--- src/design/rpn_pkg.sv ---
`timescale 1ns / 1ps

package rpn_pkg;

    localparam int DATA_W = 32;
    localparam logic [3:0] DIGIT_MAX = 4'd9;

    typedef enum logic [1:0] {
        REQ_DIGIT   = 2'd0,
        REQ_OP      = 2'd1,
        REQ_END     = 2'd2,
        REQ_INVALID = 2'd3
    } req_type_t;

    typedef enum logic [1:0] {
        OP_ADD = 2'd0,
        OP_SUB = 2'd1,
        OP_MUL = 2'd2,
        OP_DIV = 2'd3
    } op_t;

    typedef enum logic [3:0] {
        ST_ACCEPTED  = 4'd0,
        ST_RESULT    = 4'd1,
        ST_UNDERFLOW = 4'd2,
        ST_OVERFLOW  = 4'd3,
        ST_DIVZERO   = 4'd4,
        ST_INVALID   = 4'd5,
        ST_FULL      = 4'd6,
        ST_BADDEPTH  = 4'd7,
        ST_SKIPPED   = 4'd8
    } status_t;

    typedef enum logic [2:0] {
        S_IDLE,
        S_RD_X,
        S_EXEC,
        S_MUL,
        S_DIV,
        S_END_RD,
        S_DONE
    } state_t;

    typedef struct packed {
        req_type_t  req_type;
        logic [3:0] digit;
        op_t        operator;
    } rpn_in_t;

    typedef struct packed {
        status_t                   status;
        logic signed [DATA_W-1:0]  value;
        logic                      expr_done;
    } rpn_out_t;

endpackage

--- src/design/rpn_ram.sv ---
`timescale 1ns / 1ps

module rpn_ram #(
    parameter int WIDTH = 32,
    parameter int DEPTH = 16,
    localparam int ADDR_W = (DEPTH > 1) ? $clog2(DEPTH) : 1
) (
    input  logic              aclk,
    input  logic              we,
    input  logic [ADDR_W-1:0] waddr,
    input  logic [WIDTH-1:0]  wdata,
    input  logic              re,
    input  logic [ADDR_W-1:0] raddr,
    output logic [WIDTH-1:0]  rdata
);

    logic [WIDTH-1:0] mem [DEPTH];
    logic [WIDTH-1:0] rdata_reg;

    always_ff @(posedge aclk) begin
        if (we) begin
            mem[waddr] <= wdata;
        end
        if (re) begin
            rdata_reg <= mem[raddr];
        end
    end

    assign rdata = rdata_reg;

endmodule

--- src/design/rpn_divider.sv ---
`timescale 1ns / 1ps

module rpn_divider (
    input  logic                             aclk,
    input  logic                             aresetn,
    input  logic                             start,
    input  logic signed [rpn_pkg::DATA_W-1:0] dividend,
    input  logic signed [rpn_pkg::DATA_W-1:0] divisor,
    output logic                             done,
    output logic [rpn_pkg::DATA_W-1:0]       quotient
);

    import rpn_pkg::*;

    localparam int CNT_W = $clog2(DATA_W);

    logic              busy_reg;
    logic              done_reg;
    logic [CNT_W-1:0]  cnt_reg;
    logic [DATA_W-1:0] rem_reg;
    logic [DATA_W-1:0] quo_reg;
    logic [DATA_W-1:0] dvs_reg;
    logic              neg_reg;

    logic [DATA_W:0]   rem_shift;
    logic [DATA_W:0]   diff;
    logic [DATA_W-1:0] mag_a;
    logic [DATA_W-1:0] mag_b;

    assign mag_a     = dividend[DATA_W-1] ? (~dividend + 1'b1) : dividend;
    assign mag_b     = divisor[DATA_W-1] ? (~divisor + 1'b1) : divisor;
    assign rem_shift = {rem_reg, quo_reg[DATA_W-1]};
    assign diff      = rem_shift - {1'b0, dvs_reg};

    always_ff @(posedge aclk) begin
        if (!aresetn) begin
            busy_reg <= 1'b0;
            done_reg <= 1'b0;
            cnt_reg  <= '0;
        end else begin
            done_reg <= 1'b0;
            if (start) begin
                busy_reg <= 1'b1;
                cnt_reg  <= '0;
            end else if (busy_reg) begin
                cnt_reg <= cnt_reg + 1'b1;
                if (cnt_reg == CNT_W'(DATA_W - 1)) begin
                    busy_reg <= 1'b0;
                    done_reg <= 1'b1;
                end
            end
        end
    end

    always_ff @(posedge aclk) begin
        if (start) begin
            rem_reg <= '0;
            quo_reg <= mag_a;
            dvs_reg <= mag_b;
            neg_reg <= dividend[DATA_W-1] ^ divisor[DATA_W-1];
        end else if (busy_reg) begin
            if (!diff[DATA_W]) begin
                rem_reg <= diff[DATA_W-1:0];
                quo_reg <= {quo_reg[DATA_W-2:0], 1'b1};
            end else begin
                rem_reg <= rem_shift[DATA_W-1:0];
                quo_reg <= {quo_reg[DATA_W-2:0], 1'b0};
            end
        end
    end

    assign done     = done_reg;
    assign quotient = neg_reg ? (~quo_reg + 1'b1) : quo_reg;

    ap_start_idle: assert property (@(posedge aclk) disable iff (!aresetn)
        start |-> !busy_reg)
        else $error("divider started while busy");

    ap_done_after_busy: assert property (@(posedge aclk) disable iff (!aresetn)
        done_reg |-> $past(busy_reg))
        else $error("divider done without a run");

endmodule

--- src/design/rpn_stack_evaluator_core.sv ---
`timescale 1ns / 1ps

// channel  ports                  payload    direction
// s_       s_valid s_ready s_data rpn_in_t   token items in
// m_       m_valid m_ready m_data rpn_out_t  one result item per token
//
// one token at a time; digit, invalid, skipped and most end tokens go straight to the result
// end with one entry adds a stack read; add and subtract add two stack reads
// multiply adds a registered 32x32 product; divide waits on the
// radix-2 divider, which takes one quotient bit per cycle over 32 steps
// synchronous active-low reset clears depth and error latch; stack memory is not cleared
// a result waiting on m_ready holds the next token out only when the next result is due

module rpn_stack_evaluator_core #(
    parameter int STACK_DEPTH = 16
) (
    input  logic              aclk,
    input  logic              aresetn,
    input  logic              s_valid,
    output logic              s_ready,
    input  rpn_pkg::rpn_in_t  s_data,
    output logic              m_valid,
    input  logic              m_ready,
    output rpn_pkg::rpn_out_t m_data
);

    import rpn_pkg::*;

    localparam int ADDR_W = (STACK_DEPTH > 1) ? $clog2(STACK_DEPTH) : 1;
    localparam int CNT_W  = $clog2(STACK_DEPTH + 1);
    localparam logic signed [DATA_W-1:0] INT_MIN = {1'b1, {(DATA_W-1){1'b0}}};
    localparam logic signed [DATA_W-1:0] MINUS_ONE = '1;

    state_t                    state_reg, state_next;
    logic [CNT_W-1:0]          count_reg, count_next;
    logic                      err_reg, err_next;
    op_t                       op_reg, op_next;
    logic signed [DATA_W-1:0]  y_reg, y_next;
    logic signed [2*DATA_W-1:0] prod_reg, prod_next;
    status_t                   res_status_reg, res_status_next;
    logic [DATA_W-1:0]         res_value_reg, res_value_next;
    logic                      res_done_reg, res_done_next;
    logic                      m_valid_reg, m_valid_next;
    rpn_out_t                  m_data_reg, m_data_next;

    logic                      ram_we;
    logic [ADDR_W-1:0]         ram_waddr;
    logic [DATA_W-1:0]         ram_wdata;
    logic                      ram_re;
    logic [ADDR_W-1:0]         ram_raddr;
    logic [DATA_W-1:0]         ram_rdata;

    logic                      div_start;
    logic                      div_done;
    logic [DATA_W-1:0]         div_quotient;

    logic signed [DATA_W-1:0]  x_val;
    logic [DATA_W:0]           sum;
    logic [DATA_W:0]           dif;
    logic [ADDR_W-1:0]         idx_top;
    logic [ADDR_W-1:0]         idx_below;
    logic                      accept;

    assign x_val     = ram_rdata;
    assign sum       = {x_val[DATA_W-1], x_val} + {y_reg[DATA_W-1], y_reg};
    assign dif       = {x_val[DATA_W-1], x_val} - {y_reg[DATA_W-1], y_reg};
    assign idx_top   = ADDR_W'(count_reg - CNT_W'(1));
    assign idx_below = ADDR_W'(count_reg - CNT_W'(2));
    assign s_ready   = (state_reg == S_IDLE);
    assign accept    = s_valid && s_ready;

    rpn_ram #(
        .WIDTH (DATA_W),
        .DEPTH (STACK_DEPTH)
    ) u_stack (
        .aclk  (aclk),
        .we    (ram_we),
        .waddr (ram_waddr),
        .wdata (ram_wdata),
        .re    (ram_re),
        .raddr (ram_raddr),
        .rdata (ram_rdata)
    );

    rpn_divider u_div (
        .aclk     (aclk),
        .aresetn  (aresetn),
        .start    (div_start),
        .dividend (x_val),
        .divisor  (y_reg),
        .done     (div_done),
        .quotient (div_quotient)
    );

    always_ff @(posedge aclk) begin
        if (!aresetn) begin
            state_reg   <= S_IDLE;
            count_reg   <= '0;
            err_reg     <= 1'b0;
            m_valid_reg <= 1'b0;
        end else begin
            state_reg   <= state_next;
            count_reg   <= count_next;
            err_reg     <= err_next;
            m_valid_reg <= m_valid_next;
        end
    end

    always_ff @(posedge aclk) begin
        op_reg         <= op_next;
        y_reg          <= y_next;
        prod_reg       <= prod_next;
        res_status_reg <= res_status_next;
        res_value_reg  <= res_value_next;
        res_done_reg   <= res_done_next;
        m_data_reg     <= m_data_next;
    end

    always_comb begin
        state_next      = state_reg;
        count_next      = count_reg;
        err_next        = err_reg;
        op_next         = op_reg;
        y_next          = y_reg;
        prod_next       = prod_reg;
        res_status_next = res_status_reg;
        res_value_next  = res_value_reg;
        res_done_next   = res_done_reg;
        m_valid_next    = m_valid_reg && !m_ready;
        m_data_next     = m_data_reg;
        ram_we          = 1'b0;
        ram_waddr       = idx_below;
        ram_wdata       = '0;
        ram_re          = 1'b0;
        ram_raddr       = idx_top;
        div_start       = 1'b0;

        unique case (state_reg)
            S_IDLE: begin
                if (accept) begin
                    res_value_next = '0;
                    res_done_next  = 1'b0;
                    state_next     = S_DONE;
                    if (s_data.req_type == REQ_END) begin
                        res_done_next = 1'b1;
                        count_next    = '0;
                        err_next      = 1'b0;
                        if (err_reg) begin
                            res_status_next = ST_SKIPPED;
                        end else if (count_reg != CNT_W'(1)) begin
                            res_status_next = ST_BADDEPTH;
                        end else begin
                            ram_re     = 1'b1;
                            ram_raddr  = '0;
                            state_next = S_END_RD;
                        end
                    end else if (err_reg) begin
                        res_status_next = ST_SKIPPED;
                    end else begin
                        unique case (s_data.req_type)
                            REQ_DIGIT: begin
                                if (s_data.digit > DIGIT_MAX) begin
                                    res_status_next = ST_INVALID;
                                    err_next        = 1'b1;
                                end else if (count_reg >= CNT_W'(STACK_DEPTH)) begin
                                    res_status_next = ST_FULL;
                                    err_next        = 1'b1;
                                end else begin
                                    ram_we          = 1'b1;
                                    ram_waddr       = ADDR_W'(count_reg);
                                    ram_wdata       = DATA_W'(s_data.digit);
                                    count_next      = count_reg + 1'b1;
                                    res_status_next = ST_ACCEPTED;
                                end
                            end
                            REQ_OP: begin
                                if (count_reg < CNT_W'(2)) begin
                                    res_status_next = ST_UNDERFLOW;
                                    err_next        = 1'b1;
                                end else begin
                                    ram_re     = 1'b1;
                                    ram_raddr  = idx_top;
                                    op_next    = s_data.operator;
                                    state_next = S_RD_X;
                                end
                            end
                            default: begin
                                res_status_next = ST_INVALID;
                                err_next        = 1'b1;
                            end
                        endcase
                    end
                end
            end
            S_RD_X: begin
                y_next     = ram_rdata;
                ram_re     = 1'b1;
                ram_raddr  = idx_below;
                state_next = S_EXEC;
            end
            S_EXEC: begin
                state_next = S_DONE;
                unique case (op_reg)
                    OP_ADD, OP_SUB: begin
                        if ((op_reg == OP_ADD && sum[DATA_W] != sum[DATA_W-1]) ||
                            (op_reg == OP_SUB && dif[DATA_W] != dif[DATA_W-1])) begin
                            res_status_next = ST_OVERFLOW;
                            err_next        = 1'b1;
                        end else begin
                            ram_we          = 1'b1;
                            ram_wdata       = (op_reg == OP_ADD) ? sum[DATA_W-1:0]
                                                                 : dif[DATA_W-1:0];
                            count_next      = count_reg - 1'b1;
                            res_status_next = ST_ACCEPTED;
                        end
                    end
                    OP_MUL: begin
                        prod_next  = (2*DATA_W)'(x_val) * (2*DATA_W)'(y_reg);
                        state_next = S_MUL;
                    end
                    OP_DIV: begin
                        if (y_reg == '0) begin
                            res_status_next = ST_DIVZERO;
                            err_next        = 1'b1;
                        end else if (x_val == INT_MIN && y_reg == MINUS_ONE) begin
                            res_status_next = ST_OVERFLOW;
                            err_next        = 1'b1;
                        end else begin
                            div_start  = 1'b1;
                            state_next = S_DIV;
                        end
                    end
                endcase
            end
            S_MUL: begin
                state_next = S_DONE;
                if (prod_reg[2*DATA_W-1:DATA_W] != {DATA_W{prod_reg[DATA_W-1]}}) begin
                    res_status_next = ST_OVERFLOW;
                    err_next        = 1'b1;
                end else begin
                    ram_we          = 1'b1;
                    ram_wdata       = prod_reg[DATA_W-1:0];
                    count_next      = count_reg - 1'b1;
                    res_status_next = ST_ACCEPTED;
                end
            end
            S_DIV: begin
                if (div_done) begin
                    ram_we          = 1'b1;
                    ram_wdata       = div_quotient;
                    count_next      = count_reg - 1'b1;
                    res_status_next = ST_ACCEPTED;
                    state_next      = S_DONE;
                end
            end
            S_END_RD: begin
                res_status_next = ST_RESULT;
                res_value_next  = ram_rdata;
                state_next      = S_DONE;
            end
            S_DONE: begin
                if (!m_valid_reg || m_ready) begin
                    m_valid_next          = 1'b1;
                    m_data_next.status    = res_status_reg;
                    m_data_next.value     = res_value_reg;
                    m_data_next.expr_done = res_done_reg;
                    state_next            = S_IDLE;
                end
            end
            default: begin
                state_next = S_IDLE;
            end
        endcase
    end

    assign m_valid = m_valid_reg;
    assign m_data  = m_data_reg;

    ap_depth_bound: assert property (@(posedge aclk) disable iff (!aresetn)
        count_reg <= CNT_W'(STACK_DEPTH))
        else $error("stack depth beyond bound");

    ap_end_clears: assert property (@(posedge aclk) disable iff (!aresetn)
        (accept && s_data.req_type == REQ_END) |=> (count_reg == '0 && !err_reg))
        else $error("end token left stack state behind");

    ap_no_write_on_error: assert property (@(posedge aclk) disable iff (!aresetn)
        ram_we |-> !err_reg)
        else $error("stack written while error latched");

    ap_result_is_end: assert property (@(posedge aclk) disable iff (!aresetn)
        (m_valid && m_data.status == ST_RESULT) |-> m_data.expr_done)
        else $error("result item without end flag");

    ap_div_only_in_div: assert property (@(posedge aclk) disable iff (!aresetn)
        div_done |-> state_reg == S_DIV)
        else $error("divider finished outside a divide");

endmodule
--- config.mk ---
export PLATFORM = sky130hd
export DESIGN_NAME = rpn_stack_evaluator_core
export DESIGN_NICKNAME = d
export VERILOG_FILES = /design/src/design/rpn_pkg.sv /design/src/design/rpn_ram.sv /design/src/design/rpn_divider.sv /design/src/design/rpn_stack_evaluator_core.sv
export SDC_FILE = /design/constraint.sdc
export NUM_CORES = 2
export LEC_CHECK = 0
export ABC_AREA = 1
export BUFFER_PORTS_ARGS = -buffer_cell sky130_fd_sc_hd__buf_4
export CORE_ASPECT_RATIO = 1.4
export CORE_UTILIZATION = 60
export DETAILED_ROUTE_END_ITERATION = 10
export PLACE_DENSITY = 0.79
export SLEW_MARGIN = 15
export SYNTH_ARGS = -nofsm -noshare
export SYNTH_HDL_FRONTEND = slang
export SYNTH_SLANG_ARGS = --single-unit
--- constraint.sdc ---
create_clock -name aclk -period 8.3 [get_ports aclk]
set_input_delay 0.415 -clock aclk [delete_from_list [all_inputs] [get_ports aclk]]
set_output_delay 0.415 -clock aclk [all_outputs]
set_load 0.02 [all_outputs]
* After elaboration in Yosys (flattened, before gate mapping)
Memory sizes are Yosys's and may differ from the RTL's. A register that Yosys moved wholly into a read port is not among the register bits. Cells that the tools add are included.
Operators by class: add/subtract/negate cells 10, multipliers 1, order comparisons 3, equal/unequal tests 34, multiplexer cells 118, bitwise operators 9, reduce and logical (&&, ||, !) cells 31
Operators by type and width (count):
- two-way mux 32 bit | 11
- one-hot mux 32 bit (4 select lines) | 1
- two-way mux 4 bit | 26
- adder 32 x 1 -> 32 bit (second input constant) | 3
- inverter 32 bit | 3
- multiplier 32 x 32 -> 64 bit | 1
- one-hot mux 32 bit (2 select lines) | 1
- two-way mux 5 bit | 10
- two-way mux 1 bit | 41
- adder 32 x 32 -> 33 bit | 1
- subtractor 32 x 32 -> 33 bit | 1
- subtractor 33 x 32 -> 33 bit | 1
- equality test 32 x 1 -> 1 bit (second input constant) | 1
- equality test 32 bit (second input constant) | 1
- zero test 32 bit | 1
- inequality test 32 bit | 1
- two-way mux 31 bit | 1
- two-way mux 3 bit | 9
- one-hot mux 4 bit (2 select lines) | 3
- one-hot mux 4 bit (5 select lines) | 1
- one-hot mux 5 bit (4 select lines) | 1
- one-hot mux 3 bit (6 select lines) | 1
- two-way mux 2 bit | 6
- AND reduction 6 bit | 2
- 43 further kinds | 78
Storage, ports and cells: bits in registers 286, RAM bits 512, bits of input ports 12, output and inout bits 39, logic and storage cells 228, memories 1
Memories:
- u_stack.mem | depth 16, width 32, read ports 1, clocked after Yosys merged registers in 1, write ports 1, line rpn_ram.sv:17 | logic [WIDTH-1:0] mem [DEPTH];

* Depth between registers and ports, before layout
depth after elaboration 10, depth in mapped cells 34, gate-level depth less buffers 31

* Cells and area by module
From an unflattened synthesis, not the netlist that was laid out.
Unflattened totals: cells, all modules 9626, area, all modules 81374.3 um^2
Modules (own cells, without submodules):
- rpn_stack_evaluator_core | instances 1, cells each 6053, area each 49175.9 um^2, seq. area each 5365.1 um^2
- rpn_ram | instances 1, cells each 2120, area each 23064.6 um^2, seq. area each 16335.7 um^2
- rpn_divider | instances 1, cells each 1453, area each 9133.8 um^2, seq. area each 2732.6 um^2

* Worst setup path before layout
No wires, ideal clock.
path kind register to register, from register u_stack.rdata_reg[31] (netlist: u_stack.rdata[31]) (read register of u_stack.mem), to register prod_reg[59] (data pin), setup time 0.265 ns, arrival 7.581 ns, required time 8.035 ns, path slack 0.455 ns, cell stages (with the launch flop) 25, period minus slack after synthesis 7.845 ns, path through edfxtp_1 -> clkbuf_1 -> clkbuf_1 -> buf_1 -> nand2_1 -> inv_1 -> fa_1 -> fa_1 -> fa_1 -> fa_1 -> inv_1 -> fa_1 -> inv_1 -> fa_1 -> inv_1 -> fa_1 -> fa_1 -> inv_1 -> ha_1 -> a21o_1 -> a21oi_1 -> o21ai_0 -> a221oi_1 -> o211ai_1 -> xor2_1
On the way: word-level cells in the longest chain between the ends 1
RTL lines:
- start, declared | line rpn_ram.sv:18 | logic [WIDTH-1:0] rdata_reg;
- multiplier 32 x 32 -> 64 bit | line rpn_stack_evaluator_core.sv:218 | prod_next = (2*DATA_W)'(x_val) * (2*DATA_W)'(y_reg);
- end signal, assigned | line rpn_stack_evaluator_core.sv:112 | prod_reg <= prod_next;
- end, declared | line rpn_stack_evaluator_core.sv:39 | logic signed [2*DATA_W-1:0] prod_reg, prod_next;
No other way between the ends. A chain may end at the register's enable or synchronous reset.

* Worst setup path after layout
from register y_reg[9], to register prod_reg[58] (data pin)
On the way: word-level cells in the longest chain between the ends 1
RTL lines:
- start, declared | line rpn_stack_evaluator_core.sv:38 | logic signed [DATA_W-1:0] y_reg, y_next;
- start signal, assigned | line rpn_stack_evaluator_core.sv:111 | y_reg <= y_next;
- multiplier 32 x 32 -> 64 bit | line rpn_stack_evaluator_core.sv:218
No other way between the ends.

==> summary by stage <==
Status
The run finished with clean final reports.

Synth
The Yosys step of the flow raised 0 warnings. The combined area of all synthesized cells is a little under 0.08 mm2. The mean post-synth cell area is just under 9 um2. Of the total synthesized cell area, the portion taken by XOR and XNOR cells is 0.0201. The adder-cell share of the synthesized area is 0.320. The fraction of synthesis flops using an asynchronous set or reset pin is 0.

After synthesis, the share of cell area in mux cells is 0.000126. Of the total synthesized cell area, the portion taken by AND, OR, NAND and NOR gates is 0.153. After synthesis the netlist holds a flip-flop and latch count of between 800 and 900.

After synthesis, the largest family of logic cells by area is adder cells. Counting every net in the synthesized netlist gives 10.4k. The count of flip-flops with a built-in enable after synthesis is 781. The commonest register cell after synthesis is sky130_fd_sc_hd__edfxtp_1. Of the synthesized area, sequential elements account for 0.308. The post-synthesis cell type count is 58. The area fraction in compound gates after synthesis is 0.0700. Synthesis handed over a netlist of around 9.0k instances.

Place
The count of input and output buffers is 50. The congestion estimate from routability-driven global placement came to approximately 1.0. Summed over all nets, the half-perimeter wirelength after detailed placement is between 200,000 and 250,000 um.

Setup path
The minimum setup slack among reg-to-reg paths is 0.29 ns. The worst setup path is captured at a register. The required arrival time at the worst endpoint is between 8 and 9 ns. Data on the critical path arrives at its endpoint at between 8 and 9 ns. The startpoint type of the worst setup path is a register. The number of buffers and inverters on the critical path is 6. The top cell family by delay on the critical path is adder cells. The worst stage delay on the critical path is approximately 0.55 ns.

The slowest stage of the critical path is the sky130_fd_sc_hd__fa_1 cell. The critical path is of the reg2reg type. The startpoint of the lowest-slack register-to-register path is y_reg[9]. The cell type with the highest occurrence count on the critical path is sky130_fd_sc_hd__fa_1. The worst register-to-register path ends at prod_reg[58].

The maximum net fanout on the critical path is 28. Counting cells, the worst reg-to-reg path comes to 26.

STA
The number of hold violations in the final report came to 0. The final max-slew violation count is 0. The final period demand of the worst path is 8.01 ns. Setup repair after global routing left no endpoint under its margin. The worst slew margin relative to its limit is 0.156.

The slew at the pin with the worst max-slew slack is around 1.3 ns. The fraction of the cycle the final worst path needs is 0.965. The clock skew is 0.0586 ns.

Adding up every negative setup slack in the final design gives 0 ns. The upper clock frequency limit is 125 MHz. The final number of setup-violating endpoints is 0. The smallest hold slack is ~0.13 ns.

Die
In this run the count of I/O pins placed on the die edge is between 50 and 60. The die covers 0.134 mm2. The chip width is 310 um. The floorplan has ~160 rows. The initial utilization of the core area, before any placement, comes to 0.606. The die span in y is 433 um. The core area is approximately 0.13 mm2.

Finish
The final-stage net count is 10.4k. The relative area change from synthesis to final layout is 7.71%. The number of flip-flops in the largest register is 512. Fill cells in the final layout number between 10k and 15k. Leaving out fill and tap cells, the most frequent cell in the layout is sky130_fd_sc_hd__inv_1. The share of cells above drive strength 1 is 0.0591.

In the layout the commonest cells are sky130_fd_sc_hd__inv_1 (2,237), sky130_fd_sc_hd__nand2_1 (1,966), sky130_fd_sc_hd__fa_1 (1,082).

Route
The detail-routed net length per standard cell is ~25 um. Before antenna repair, the detailed router went through 6 iterations. In the routed layout, each cell is associated on average with a via count of ~5.8. For this block, the routed nets add up to 267,000 um of wire. The final antenna-violating net count is 0.

The DRC violations left is 0. Summing over every cut layer, the via total after detailed routing is ~63k. The number of DRC markers after the initial detailed-route iteration is slightly below 6k.

Clock tree
The cell chosen for the clock root is sky130_fd_sc_hd__clkbuf_16. The clock tree synthesis step divided the H-tree into 3 levels. The source-to-sink clock delay at the later pin of the worst-skew pair is 0.75 ns. The sink count of the clock tree is between 800 and 900. Clock tree synthesis inserted a total of 84 buffers. The CTS tree is built. The maximum buffer depth of the clock tree is 3. The clock transition at the register clock pins on the worst setup and hold paths after CTS is about 0.060 ns.

GRT
The pin count of the biggest net entering global routing is approximately 240. The all-layer global routing usage is 0.413. The number of antenna violations at the first check in global routing is 16. The wire length of the first global-routing pass is between 300,000 and 400,000 um.

The total overflow left after global routing is 0. The via count of the first global-routing pass is 65.9k.

Min path
In this run the most critical hold path is launched from s_valid. The path type of the worst min-delay path is in2reg. Along the worst hold path, the cell count comes to 3. The worst-case hold path end point is res_done_reg.

Run
The tool flagged a number of max-cap violations equal to 0.
[synthesized netlist by cell type (116+ instances only)]
cell | n | area share
sky130_fd_sc_hd__nor2_1 | 485 | 0.023
sky130_fd_sc_hd__o21ai_0 | 279 | 0.018
sky130_fd_sc_hd__ha_1 | 293 | 0.046
sky130_fd_sc_hd__inv_1 | 2237 | 0.11
sky130_fd_sc_hd__nand2_1 | 1966 | 0.093
sky130_fd_sc_hd__o211ai_1 | 163 | 0.015
sky130_fd_sc_hd__fa_1 | 1085 | 0.27
sky130_fd_sc_hd__edfxtp_1 | 781 | 0.30
sky130_fd_sc_hd__nand3_1 | 382 | 0.024
sky130_fd_sc_hd__a21oi_1 | 343 | 0.022
sky130_fd_sc_hd__buf_2 | 116 | 0.0073
sky130_fd_sc_hd__clkbuf_1 | 245 | 0.012
sky130_fd_sc_hd__xor2_1 | 135 | 0.015
[worst max path at each step]
stage / from / end / slack, ns / depth (start not counted)
after floorplan: u_stack.rdata[31] / prod_reg[59] / 0.45 / 24
after global placement: u_stack.rdata[13] / prod_reg[58] / 0.25 / 28
after detailed placement: u_stack.rdata[8] / prod_reg[58] / 0.32 / 27
after CTS: u_stack.rdata[8] / prod_reg[58] / 0.28 / 27
after global routing: u_stack.rdata[31] / prod_reg[63] / 0.002 / 26
final: y_reg[9] / prod_reg[58] / 0.29 / 26
[worst min-delay path: stages]
cell and delay [ns]:
sky130_fd_sc_hd__buf_4 0.11, sky130_fd_sc_hd__inv_1 0.08, sky130_fd_sc_hd__nor2_2 0.07
[layout make-up]
cell class	instances	area, um2	area share
multi-input combinational	5517	44900	0.525
timing repair buffer	320	2850	0.0333
clock inverter	49	512	0.00598
clock buffer	105	2220	0.0260
inverter	2253	8460	0.0989
sequential	830	24400	0.286
antenna	5	12.5	0.000146
tap	1749	2190	0.0256
[routing by layer]
metal | up-vias | wire length, um | global-route usage
li1 | 27400 | - | -
met1 | 30700 | 84100 | 0.436
met2 | 3408 | 130000 | 0.688
met3 | 1233 | 24400 | 0.0914
met4 | 22 | 28900 | 0.371
met5 | - | 154 | 0
[per-stage QoR]
step                      utilization  instances  setup WS, ns  cell area (um2)
final                           0.653      10800         0.289            85600
after floorplan                     -       9021         0.455            79400
after global routing            0.653      10800       0.00248            85600
after global placement          0.630      10600         0.247            82600
after detailed placement        0.630      10600         0.324            82600
after CTS                       0.652      10800         0.277            85400
[repair_timing]
item | in CTS | in global routing
resized for setup | 0 | 3
setup endpoints to repair | 0 | 12
endpoints found under the hold margin | 8 | 0
buffers inserted | 0 | 13
hold buffers | 4 | 0
[cells by family after synthesis]
logic type,Yosys count
AO/OA/AOI/OAI,967
adder cells (fa/ha/maj),1378
AND/OR/NAND/NOR,2989
buffers and inverters,2674
flip-flops,830
multiplexers,1
XOR/XNOR,182
Power is not shown: default switching activity piles up to over one toggle a cycle in this logic, so the estimate is an artifact.
